## src/design/rwl_pkg.sv

```systemverilog
// shared types and constants for the reader-writer lock unit
`timescale 1ns / 1ps

package rwl_pkg;

  // fixed field widths of the stream payload
  localparam int unsigned IdW       = 6;
  localparam int unsigned KindW     = 3;
  localparam int unsigned ModeW     = 2;
  localparam int unsigned CountW    = 8;
  localparam int unsigned IdMaxBits = 16;

  // default sizing
  localparam int unsigned QueueDepthDef = 16;
  localparam int unsigned IdBitsDef     = 6;

  // most woken ids sent out for one release
  localparam int unsigned MaxResults = 16;
  localparam int unsigned WakeCntW   = $clog2(MaxResults);

  typedef enum logic [1:0] {
    ACT_RD_LOCK   = 2'd0,
    ACT_RD_UNLOCK = 2'd1,
    ACT_WR_LOCK   = 2'd2,
    ACT_WR_UNLOCK = 2'd3
  } action_e;

  typedef enum logic [ModeW-1:0] {
    MODE_FREE    = 2'd0,
    MODE_READING = 2'd1,
    MODE_WRITING = 2'd2
  } mode_e;

  typedef enum logic [KindW-1:0] {
    EV_GRANTED  = 3'd0,
    EV_QUEUED   = 3'd1,
    EV_WOKEN    = 3'd2,
    EV_RELEASED = 3'd3,
    EV_UNDERFLOW = 3'd4,
    EV_QFULL    = 3'd5,
    EV_CFULL    = 3'd6
  } event_e;

  // queue control from the lock controller
  typedef struct packed {
    logic push;
    logic pop;
  } q_ctrl_t;

endpackage

```

## src/design/rwl_cell.sv

```systemverilog
// one wait queue cell: holds an id, loads a new one or takes its neighbor's
`timescale 1ns / 1ps

module rwl_cell import rwl_pkg::*; #(
  parameter int unsigned ID_BITS = IdBitsDef
) (
  input  logic               clk_i,
  input  logic               load_i,
  input  logic               shift_i,
  input  logic [ID_BITS-1:0] load_id_i,
  input  logic [ID_BITS-1:0] next_id_i,
  output logic [ID_BITS-1:0] id_o
);

  logic [ID_BITS-1:0] id_q;
  logic [ID_BITS-1:0] id_d;

  always_comb begin
    id_d = id_q;
    if (shift_i) begin
      id_d = next_id_i;
    end else if (load_i) begin
      id_d = load_id_i;
    end
  end

  always_ff @(posedge clk_i) begin
    id_q <= id_d;
  end

  assign id_o = id_q;

endmodule

```

## src/design/rwl_queue.sv

```systemverilog
// wait queue built as a shifting chain of cells, head in cell zero
`timescale 1ns / 1ps

module rwl_queue import rwl_pkg::*; #(
  parameter int unsigned QUEUE_DEPTH = QueueDepthDef,
  parameter int unsigned ID_BITS     = IdBitsDef,
  localparam int unsigned FillW      = $clog2(QUEUE_DEPTH + 1)
) (
  input  logic               clk_i,
  input  logic               rst_ni,
  input  q_ctrl_t            ctrl_i,
  input  logic [ID_BITS-1:0] push_id_i,
  output logic [ID_BITS-1:0] head_id_o,
  output logic [FillW-1:0]   fill_o
);

  logic [FillW-1:0]   fill_q;
  logic [FillW-1:0]   fill_d;
  logic [ID_BITS-1:0] cell_id [QUEUE_DEPTH+1];

  // past the last cell nothing valid shifts in
  assign cell_id[QUEUE_DEPTH] = '0;

  for (genvar i = 0; i < QUEUE_DEPTH; i++) begin : g_cell
    rwl_cell #(
      .ID_BITS(ID_BITS)
    ) u_cell (
      .clk_i    (clk_i),
      .load_i   (ctrl_i.push && (fill_q == FillW'(i))),
      .shift_i  (ctrl_i.pop),
      .load_id_i(push_id_i),
      .next_id_i(cell_id[i+1]),
      .id_o     (cell_id[i])
    );
  end

  always_comb begin
    fill_d = fill_q;
    if (ctrl_i.push) begin
      fill_d = fill_q + FillW'(1);
    end else if (ctrl_i.pop) begin
      fill_d = fill_q - FillW'(1);
    end
  end

  always_ff @(posedge clk_i or negedge rst_ni) begin
    if (!rst_ni) begin
      fill_q <= '0;
    end else begin
      fill_q <= fill_d;
    end
  end

  assign head_id_o = cell_id[0];
  assign fill_o    = fill_q;

  a_no_overfill: assert property (@(posedge clk_i) disable iff (!rst_ni)
    fill_q <= FillW'(QUEUE_DEPTH))
    else $error("wait queue fill beyond depth");

  a_push_room: assert property (@(posedge clk_i) disable iff (!rst_ni)
    ctrl_i.push |-> (fill_q != FillW'(QUEUE_DEPTH)) && !ctrl_i.pop)
    else $error("push into full queue or together with pop");

  a_pop_nonempty: assert property (@(posedge clk_i) disable iff (!rst_ni)
    ctrl_i.pop |=> fill_q == $past(fill_q) - FillW'(1))
    else $error("pop did not lower the fill count");

endmodule

```

## src/design/reader_writer_lock_unit_top.sv

```systemverilog
// top level of the reader-writer lock unit: request decode and event output
`timescale 1ns / 1ps
//
// usage
// - slave stream carries one lock request per transaction: tuser holds the
//   action (read lock, read unlock, write lock, write unlock), tdata the
//   requester id
// - master stream carries events: tuser the event kind, tdata the id, the
//   lock mode and the reader count after the request, tlast marks the final
//   event caused by one request
// - most requests give one event, registered and shown in the cycle after acceptance
// - a release with waiting ids gives one woken event per cycle while the master side
//   is ready, up to 16, each read out of the head of the cell chain; the request is
//   taken at once, and no new request is accepted until the last woken event is registered
// - with the master side ready and no wake run in progress a request can be accepted every cycle
// - reset empties the queue count, frees the lock and clears the reader count
// - a stall on the master side holds the event register and blocks new
//   requests until the pending event is taken
module reader_writer_lock_unit_top import rwl_pkg::*; #(
  parameter int unsigned QUEUE_DEPTH = QueueDepthDef,
  parameter int unsigned ID_BITS     = IdBitsDef
) (
  input  logic        clk_i,
  input  logic        rst_ni,
  // request stream
  input  logic        s_axis_tvalid_i,
  output logic        s_axis_tready_o,
  input  logic [7:0]  s_axis_tdata_i,   // [5:0] requester_id, [7:6] zero
  input  logic [1:0]  s_axis_tuser_i,   // [1:0] action
  // event stream
  output logic        m_axis_tvalid_o,
  input  logic        m_axis_tready_i,
  output logic [15:0] m_axis_tdata_o,   // [5:0] event_id, [7:6] lock_mode,
                                        // [15:8] readers_held
  output logic [2:0]  m_axis_tuser_o,   // [2:0] event_kind
  output logic        m_axis_tlast_o    // last_of_run
);

  localparam int unsigned FillW = $clog2(QUEUE_DEPTH + 1);

  // controller states, one-hot
  typedef enum logic [1:0] {
    ST_IDLE = 2'b01,
    ST_WAKE = 2'b10
  } state_e;

  state_e              state_q, state_d;
  mode_e               mode_q, mode_d;
  logic [CountW-1:0]   cnt_q, cnt_d;
  logic [WakeCntW-1:0] wake_q, wake_d;

  // output event register
  logic              ovalid_q, ovalid_d;
  event_e            okind_q, okind_d;
  logic [IdW-1:0]    oid_q, oid_d;
  mode_e             omode_q, omode_d;
  logic [CountW-1:0] ocnt_q, ocnt_d;
  logic              olast_q, olast_d;

  q_ctrl_t            q_ctrl;
  logic [ID_BITS-1:0] push_id;
  logic [ID_BITS-1:0] head_id;
  logic [FillW-1:0]   fill;
  logic [IdW-1:0]     req_id;
  logic [IdW-1:0]     req_id_m;
  logic [IdW-1:0]     head_id6;
  action_e            req_act;
  logic               slot_free;
  logic               accept;
  logic               q_full;

  assign req_id  = s_axis_tdata_i[IdW-1:0];
  assign req_act = action_e'(s_axis_tuser_i);

  // the queue stores ID_BITS of the id; both directions go through a wide copy
  assign push_id  = ID_BITS'(IdMaxBits'(req_id));
  assign head_id6 = IdW'(IdMaxBits'(head_id));
  // events report the id as the lock sees it, limited to ID_BITS
  assign req_id_m = IdW'(IdMaxBits'(push_id));

  assign slot_free = !ovalid_q || m_axis_tready_i;
  assign accept    = s_axis_tvalid_i && s_axis_tready_o;
  assign q_full    = (fill == FillW'(QUEUE_DEPTH));

  assign s_axis_tready_o = (state_q == ST_IDLE) && slot_free;

  rwl_queue #(
    .QUEUE_DEPTH(QUEUE_DEPTH),
    .ID_BITS    (ID_BITS)
  ) u_queue (
    .clk_i    (clk_i),
    .rst_ni   (rst_ni),
    .ctrl_i   (q_ctrl),
    .push_id_i(push_id),
    .head_id_o(head_id),
    .fill_o   (fill)
  );

  always_comb begin
    logic emit;
    logic deny;
    logic rel;

    state_d  = state_q;
    mode_d   = mode_q;
    cnt_d    = cnt_q;
    wake_d   = wake_q;
    q_ctrl   = '0;
    emit     = 1'b0;
    deny     = 1'b0;
    rel      = 1'b0;
    okind_d  = okind_q;
    oid_d    = oid_q;
    olast_d  = olast_q;
    ovalid_d = ovalid_q && !m_axis_tready_i;

    unique case (state_q)
      ST_IDLE: begin
        if (accept) begin
          emit    = 1'b1;
          oid_d   = req_id_m;
          olast_d = 1'b1;
          unique case (req_act)
            ACT_RD_LOCK: begin
              if (mode_q != MODE_WRITING) begin
                if (cnt_q == '1) begin
                  okind_d = EV_CFULL;
                end else begin
                  cnt_d   = cnt_q + CountW'(1);
                  mode_d  = MODE_READING;
                  okind_d = EV_GRANTED;
                end
              end else begin
                deny = 1'b1;
              end
            end
            ACT_RD_UNLOCK: begin
              if (cnt_q == '0) begin
                okind_d = EV_UNDERFLOW;
              end else begin
                cnt_d = cnt_q - CountW'(1);
                if (cnt_q == CountW'(1)) begin
                  rel = 1'b1;
                end else begin
                  okind_d = EV_GRANTED;
                end
              end
            end
            ACT_WR_LOCK: begin
              if (mode_q == MODE_FREE) begin
                mode_d  = MODE_WRITING;
                okind_d = EV_GRANTED;
              end else begin
                deny = 1'b1;
              end
            end
            ACT_WR_UNLOCK: begin
              if (mode_q != MODE_WRITING) begin
                okind_d = EV_UNDERFLOW;
              end else begin
                rel = 1'b1;
              end
            end
            default: okind_d = EV_UNDERFLOW;
          endcase

          // denied request goes to the tail unless the queue is full
          if (deny) begin
            if (q_full) begin
              okind_d = EV_QFULL;
            end else begin
              q_ctrl.push = 1'b1;
              okind_d     = EV_QUEUED;
            end
          end

          // release frees the lock and, if ids are waiting, starts waking the queue
          if (rel) begin
            mode_d = MODE_FREE;
            if (fill == '0) begin
              okind_d = EV_RELEASED;
            end else begin
              emit    = 1'b0;
              wake_d  = '0;
              state_d = ST_WAKE;
            end
          end
        end
      end
      ST_WAKE: begin
        if (slot_free) begin
          emit       = 1'b1;
          q_ctrl.pop = 1'b1;
          okind_d    = EV_WOKEN;
          oid_d      = head_id6;
          olast_d    = (fill == FillW'(1)) || (wake_q == WakeCntW'(MaxResults - 1));
          wake_d     = wake_q + WakeCntW'(1);
          if (olast_d) begin
            state_d = ST_IDLE;
          end
        end
      end
      default: state_d = ST_IDLE;
    endcase

    if (emit) begin
      ovalid_d = 1'b1;
    end
    // mode and count after the request ride along with every event
    omode_d = emit ? mode_d : omode_q;
    ocnt_d  = emit ? cnt_d : ocnt_q;
  end

  always_ff @(posedge clk_i or negedge rst_ni) begin
    if (!rst_ni) begin
      state_q  <= ST_IDLE;
      mode_q   <= MODE_FREE;
      cnt_q    <= '0;
      wake_q   <= '0;
      ovalid_q <= 1'b0;
    end else begin
      state_q  <= state_d;
      mode_q   <= mode_d;
      cnt_q    <= cnt_d;
      wake_q   <= wake_d;
      ovalid_q <= ovalid_d;
    end
  end

  always_ff @(posedge clk_i) begin
    okind_q <= okind_d;
    oid_q   <= oid_d;
    omode_q <= omode_d;
    ocnt_q  <= ocnt_d;
    olast_q <= olast_d;
  end

  assign m_axis_tvalid_o = ovalid_q;
  assign m_axis_tuser_o  = okind_q;
  assign m_axis_tdata_o  = {ocnt_q, omode_q, oid_q};
  assign m_axis_tlast_o  = olast_q;

  a_wake_nonempty: assert property (@(posedge clk_i) disable iff (!rst_ni)
    (state_q == ST_WAKE) |-> (fill != '0) && (mode_q == MODE_FREE))
    else $error("waking with an empty queue or a held lock");

  a_readers_mode: assert property (@(posedge clk_i) disable iff (!rst_ni)
    (cnt_q != '0) |-> (mode_q == MODE_READING))
    else $error("readers held while lock not in reading mode");

  a_stall_hold: assert property (@(posedge clk_i) disable iff (!rst_ni)
    (ovalid_q && !m_axis_tready_i) |=> ovalid_q && $stable(okind_q) && $stable(oid_q))
    else $error("pending event changed during stall");

endmodule

```

## config.mk

```make
export PLATFORM = sky130hd
export DESIGN_NAME = reader_writer_lock_unit_top
export DESIGN_NICKNAME = d
export VERILOG_FILES = /design/src/design/rwl_pkg.sv /design/src/design/rwl_cell.sv /design/src/design/rwl_queue.sv /design/src/design/reader_writer_lock_unit_top.sv
export SDC_FILE = /design/constraint.sdc
export NUM_CORES = 1
export LEC_CHECK = 0
export BUFFER_PORTS_ARGS = -buffer_cell sky130_fd_sc_hd__buf_4
export CAP_MARGIN = 20
export CORE_ASPECT_RATIO = 1.2
export CORE_UTILIZATION = 61
export DETAILED_ROUTE_END_ITERATION = 10
export GPL_TIMING_DRIVEN = 0
export PLACE_DENSITY = 0.79
export SYNTH_ARGS = -nofsm -noshare
export SYNTH_HDL_FRONTEND = slang
export SYNTH_SLANG_ARGS = --single-unit
export TNS_END_PERCENT = 20
```

## constraint.sdc

```tcl
create_clock -name clk_i -period 3.09 [get_ports clk_i]
set_input_delay 0 -clock clk_i [delete_from_list [all_inputs] [get_ports clk_i]]
set_output_delay 0 -clock clk_i [all_outputs]
set_load 0.1 [all_outputs]
```

Yosys cells after proc, flatten, opt, wreduce, memory -nomap -nowiden. Cells that the tools add are included.

Flip-flop bits (word level): 138. Logic and storage cells: 206.

$add $sub $neg: 5. Mux-type cells: 97. Equality and inequality tests: 30. Reduce and logical (&&, ||, !) cells: 47.

Operators by type and width (count): two-way mux 6 bit (32); == test 5 x 4 -> 1 bit (second input constant) (8); two-way mux 8 bit (5); two-way mux 3 bit (12); nonzero test 2 bit (17); two-way mux 2 bit (11); == test 5 x 3 -> 1 bit (second input constant) (4); two-way mux 1 bit (20); logical AND 1 bit (19); two-way mux 4 bit (4); one-hot mux 8 bit (2 select lines) (1); one-hot mux 3 bit (4 select lines) (1); one-hot mux 6 bit (2 select lines) (1); == test 5 x 2 -> 1 bit (second input constant) (2); two-way mux 5 bit (2); != test 2 bit (second input constant) (5); AND reduction 5 bit (2); adder 8 x 1 -> 8 bit (second input constant) (1); == test 8 x 1 -> 1 bit (second input constant) (1); == test 8 bit (second input constant) (1); zero test 8 bit (1); one-hot mux 1 bit (2 select lines) (4); one-hot mux 2 bit (2 select lines) (2); one-hot mux 4 bit (2 select lines) (1); 16 further kinds (22).

Logic depth before layout (Yosys ltp).
Word-level depth: 12. Mapped depth: 9.

Hierarchy. A second synthesis with hierarchy kept.

Cell total of the unflattened synthesis: 518. Area, all modules: 7368.3 um^2.

By module, submodules not included: rwl_cell (area each 287.8 um^2, cells each 14, instances 16, sequential area each 180.2 um^2); reader_writer_lock_unit_top (area each 2293.4 um^2, cells each 235, instances 1, sequential area each 1027.2 um^2); rwl_queue (area each 470.5 um^2, cells each 59, instances 1, sequential area each 125.1 um^2).

Worst setup path after synthesis. No wires, ideal clock.

Path type: register to register. Start point: reg ovalid_q (netlist: m_axis_tvalid_o). End point: reg u_queue.g_cell[0].u_cell.id_q[0], enable pin. Path slack: 0.458 ns. Required time: 2.713 ns. Setup time: 0.377 ns. Cell stages (with the launch flop): 7. Clock period less this slack: 2.632 ns. Arrival time: 2.254 ns. Cell sequence: dfrtp_1 -> nor2b_4 -> buf_6 -> nor2_1 -> clkbuf_1 -> nand3_1 -> o21ai_0.

Cells in the longest elaborated chain, start to end: 8.

RTL lines: from (decl) (RTL line reader_writer_lock_unit_top.sv:53) `logic ovalid_q, ovalid_d;`; from (signal assigned) (RTL line reader_writer_lock_unit_top.sv:226) `ovalid_q <= ovalid_d;`; zero test 1 bit * (RTL line reader_writer_lock_unit_top.sv:81) `assign slot_free = !ovalid_q || m_axis_tready_i;`; logical OR 1 bit * (RTL line reader_writer_lock_unit_top.sv:81); logical AND 1 bit (RTL line reader_writer_lock_unit_top.sv:85) `assign s_axis_tready_o = (state_q == ST_IDLE) && slot_free;`; logical AND 1 bit (RTL line reader_writer_lock_unit_top.sv:82) `assign accept = s_axis_tvalid_i && s_axis_tready_o;`; two-way mux 1 bit (RTL line reader_writer_lock_unit_top.sv:119) `if (accept) begin`; two-way mux 1 bit (RTL line reader_writer_lock_unit_top.sv:117) `unique case (state_q)`; logical AND 1 bit (RTL line rwl_queue.sv:29) `.load_i (ctrl_i.push && (fill_q == FillW'(i))),`; nonzero test 2 bit (no source line) *; to (signal assigned) (RTL line rwl_cell.sv:28) `id_q <= id_d;`; to (decl) (RTL line rwl_cell.sv:15) `logic [ID_BITS-1:0] id_q;`.

Mark *: on every way between the ends. The rest lies on a longest branch, timed or not. A chain may end at the register's enable or synchronous reset.

Final worst setup path.
Start point: reg state_q[0]. End point: reg u_queue.g_cell[14].u_cell.id_q[0], enable pin.

Cells in the longest elaborated chain, start to end: 7.

RTL lines: from (decl) (RTL line reader_writer_lock_unit_top.sv:47) `state_e state_q, state_d;`; from (signal assigned) (RTL line reader_writer_lock_unit_top.sv:222) `state_q <= state_d;`; == test 2 x 1 -> 1 bit (RTL line reader_writer_lock_unit_top.sv:85, reader_writer_lock_unit_top.sv:117); logical AND 1 bit (RTL line reader_writer_lock_unit_top.sv:85); logical AND 1 bit (RTL line reader_writer_lock_unit_top.sv:82); two-way mux 1 bit (RTL line reader_writer_lock_unit_top.sv:119); two-way mux 1 bit (RTL line reader_writer_lock_unit_top.sv:117); logical AND 1 bit (RTL line rwl_queue.sv:29); nonzero test 2 bit (no source line) *; to (signal assigned) (RTL line rwl_cell.sv:28); to (decl) (RTL line rwl_cell.sv:15).

Marks and branches as above.

==> impl_metrics.py <==
metrics = {
    "cts": {
        "clockBufferDepth": 2,
        "cts_tree": "yes",
        "cts_max_level": 4,
        "insertion_delay_ns": 0.41,
        "clockRootBuffer": "clkbuf_16",
        "cts_inserted_buffers": 17,
        "path_clk_slew_ns": 0.06,
        "numClockSinks": 138,
    },
    "power_and_ir_drop": {
        "vdd_drop_max_mv": 0.413,
        "power_uw": 6070,
        "combPwrFrac": 0.279,
        "power.leakage_uw": 0.00311,
        "internal_power_uw": 3970,
        "power_frac_clock": 0.328,
        "p_sw_frac": 0.345,
        "p_per_area_nw_per_um2": 815,
        "power_frac_seq": 0.393,
        "p_sw_uw": 2090,
    },
    "cells_and_area": {
        "seqCellArea_um2": 3980,
        "mostFrequentLayoutCells": "edfxtp_1, a21o_1, buf_4",
        "layout-drive-gt1-share": 0.145,
        "area_delta_synth_final_pct": 16.7,
        "fill_cells": 668,
        "multi_input_area_um2": 2200,
        "nets": 596,
        "mostFrequentLayoutCell": "edfxtp_1",
        "post-route-cell-area_um2": 7440,
        "diodes": 0,
        "final_cell_count_no_fill": 707,
    },
    "timing": {
        "tightest_slew_ns": 0.942,
        "slew_violations": 0,
        "rsz0062_at_grt": "true",
        "final-setup-viol-count": 0,
        "hold_violations": 0,
        "fin_crit_sh": 0.976,
        "final.setup.tns_ns": 0,
        "slew_headroom": 0.366,
        "max_freq_ghz": 0.332,
        "skew_ns": 0.00787,
        "period_minus_slack_ns": 3.01,
    },
    "global_routing": {
        "grtUsageMet3": 0.0507,
        "grt_max_degree": 23,
        "gr-usage-met2": 0.476,
        "grtUsageMet1": 0.342,
        "overflow": 0,
        "grt_pass1_wl_mm": 22.3,
        "track_usage": 0.277,
        "antenna_found_initial": 0,
        "top_usage_layer": "met2",
        "first_global_vias": 4444,
    },
    "logic_synthesis": {
        "yosysWarnings": 0,
        "synth_top_family_by_area": "compound AO/OA/AOI/OAI gates",
        "synthMuxAreaShare": 0.0202,
        "ys_seq_area_frac": 0.623,
        "syn_avg_cell_area_um2": 12.5,
        "synth_cell_types": 57,
        "syn_area_um2": 6380,
        "synth-compound-area-share": 0.191,
        "synthAdderAreaFrac": 0.0255,
        "synthArstFlopShare": 0.159,
        "synthSimpleGateAreaFrac": 0.100,
        "synth_fp_nets": 537,
        "ys_seq_elements": 138,
        "syn_inst": 510,
        "synth_enable_flop_cells": 110,
        "ys.flop_type": "edfxtp_1",
        "synth-xor-area-share": 0.00687,
    },
    "worst_setup_path": {
        "critPathArrivalTime_ns": 3.05,
        "worstSetupPathType": "reg2reg",
        "crit_path_max_fanout": 10,
        "end_kind": "register",
        "startpoint_type": "register",
        "required_ns": 3.12,
    },
    "placement": {
        "routabilityCongestion": 0.911,
        "hpwl_mm": 9.77,
        "placed_area_um2": 6780,
        "portBuffers": 33,
        "dp.cells": 669,
    },
    "route": {
        "wl_per_cell_um": 19.7,
        "wl_mm": 13.9,
        "first_iter_violations": 343,
        "via_count": 4413,
        "remaining_drc_errors": 0,
        "ant_nets": 0,
        "dr.pass1.iters": 5,
        "viasPerCell": 6.24,
    },
    "die": {
        "initial_core_util": 0.631,
        "die-area_um2": 10900,
        "io_pins": 36,
        "row_count": 40,
        "fp.dieW_um": 95.3,
        "die_y_um": 114,
        "coreArea_um2": 10100,
    },
    "outcome": {
        "status": "complete, no violations",
    },
    "min_path": {
        "hold_path.class": "in2async",
    },
    "job": {
        "cap_violations": 0,
    },
}
-- worst max-delay path, cell delays in order, from the launching register on --
cell,delay (ns)
dfstp_2,0.54
ha_1,0.26
nand2_1,0.14
nor2_1,0.14
clkbuf_1,0.45
nand4_1,0.33
o21ai_0,0.77
-- per-stage QoR --
step,hold WS [ns],utilization,setup slack [ns]
after global routing,0.0826,0.736,-0.0985
after detailed placement,-0.0800,0.671,-0.0550
after floorplan,-0.296,-,0.458
after CTS,0.0287,0.736,0.0575
after global placement,-0.0854,0.671,-0.0567
final,0.0271,0.736,0.0752
-- metal layers --
layer | vias up | wire length [um]
met1 | 2176 | 5730
li1 | 2032 | -
met3 | 34 | 735
met5 | - | 0
met4 | 0 | 298
met2 | 171 | 7160
-- path summary, 6_finish.rpt --
kind / from / end / slack, ns / cells after the start
worst max register to register: state_q[0]$_DFFE_PN1P_ / u_queue.g_cell[14].u_cell.id_o[0]$_DFFE_PP_ / 0.08 / 6
max in group asynchronous: rst_ni / state_q[0]$_DFFE_PN1P_ / 2.78 / 2
worst max-delay path: state_q[0]$_DFFE_PN1P_ / u_queue.g_cell[14].u_cell.id_o[0]$_DFFE_PP_ / 0.08 / 6
min in group clk_i: s_axis_tuser_i[0] / u_queue.fill_o[3]$_DFFE_PN0P_ / 0.15 / 5
worst min-delay path: rst_ni / u_queue.fill_o[3]$_DFFE_PN0P_ / 0.03 / 2
worst min register to register: u_queue.g_cell[15].u_cell.id_o[1]$_SDFFE_PP0P_ / u_queue.g_cell[15].u_cell.id_o[1]$_SDFFE_PP0P_ / 0.46 / 2
-- state kept, by name (all words and copies together) (netlist names) --
| signal | count |
|---|---|
| u_queue.g_cell.u_cell.id_o | 96 |
| cnt_q | 8 |
| ocnt_q | 8 |
| oid_q | 6 |
| u_queue.fill_o | 5 |
| wake_q | 4 |
| m_axis_tuser_o | 3 |
| mode_q | 2 |
| omode_q | 2 |
| state_q | 2 |
| m_axis_tlast_o | 1 |
| m_axis_tvalid_o | 1 |
-- repair_timing --
action                                  in CTS  in global routing
resized for setup                            1                  6
endpoints found under the hold margin       34                  0
setup buffers                                0                  0
endpoints found under the setup margin      10                 52
hold buffers                                 7                  0
pin swaps                                    0                  0
-- cells in the mapped netlist (6+ instances only) --
cell type  count  area, um^2
a21o_1        93         698
dfrtp_1       21         526
clkbuf_1      28         105
nor2_1        22        82.6
edfxtp_1     110        3300
dfxtp_1        6         120
o21ai_0       26         130
and3_1         8        50.1
ha_1          13         163
and2_1        11        68.8
nand3_1       17        85.1
mux2_2         7        78.8
inv_1         11        41.3
nand2_1       22        82.6
a21oi_1       20         100
nand2b_1       9        56.3
-- power groups by stage --
| stage | Sequential, uW | Clock [uW] | Combinational, uW |
|---|---|---|---|
| after floorplan | 2890 | 0 | 789 |
| after global placement | 2400 | 0 | 1620 |
| after detailed placement | 2410 | 0 | 1650 |
| after CTS | 2380 | 2000 | 1680 |
| after global routing | 2400 | 2070 | 1810 |
| final | 2380 | 1990 | 1690 |
-- cell families after synthesis --
logic type                 after synthesis
AOI/OAI and AO/OA                      176
xor gates and xnor gates                 5
adders and majority gates               13
buffers and inverters                   49
DFF                                    138
muxes                                   12
and+or+nand+nor                        117
-- final cells by class --
class | instances | area share
tap | 126 | 0.0212
multi-input combinational | 323 | 0.296
sequential | 138 | 0.534
inverter | 12 | 0.00605
buffer | 37 | 0.0215
timing repair buffer | 40 | 0.0427
clock buffer | 18 | 0.0577
clock inverter | 13 | 0.0207
No activity file was read; power rests on OpenSTA's default activity.
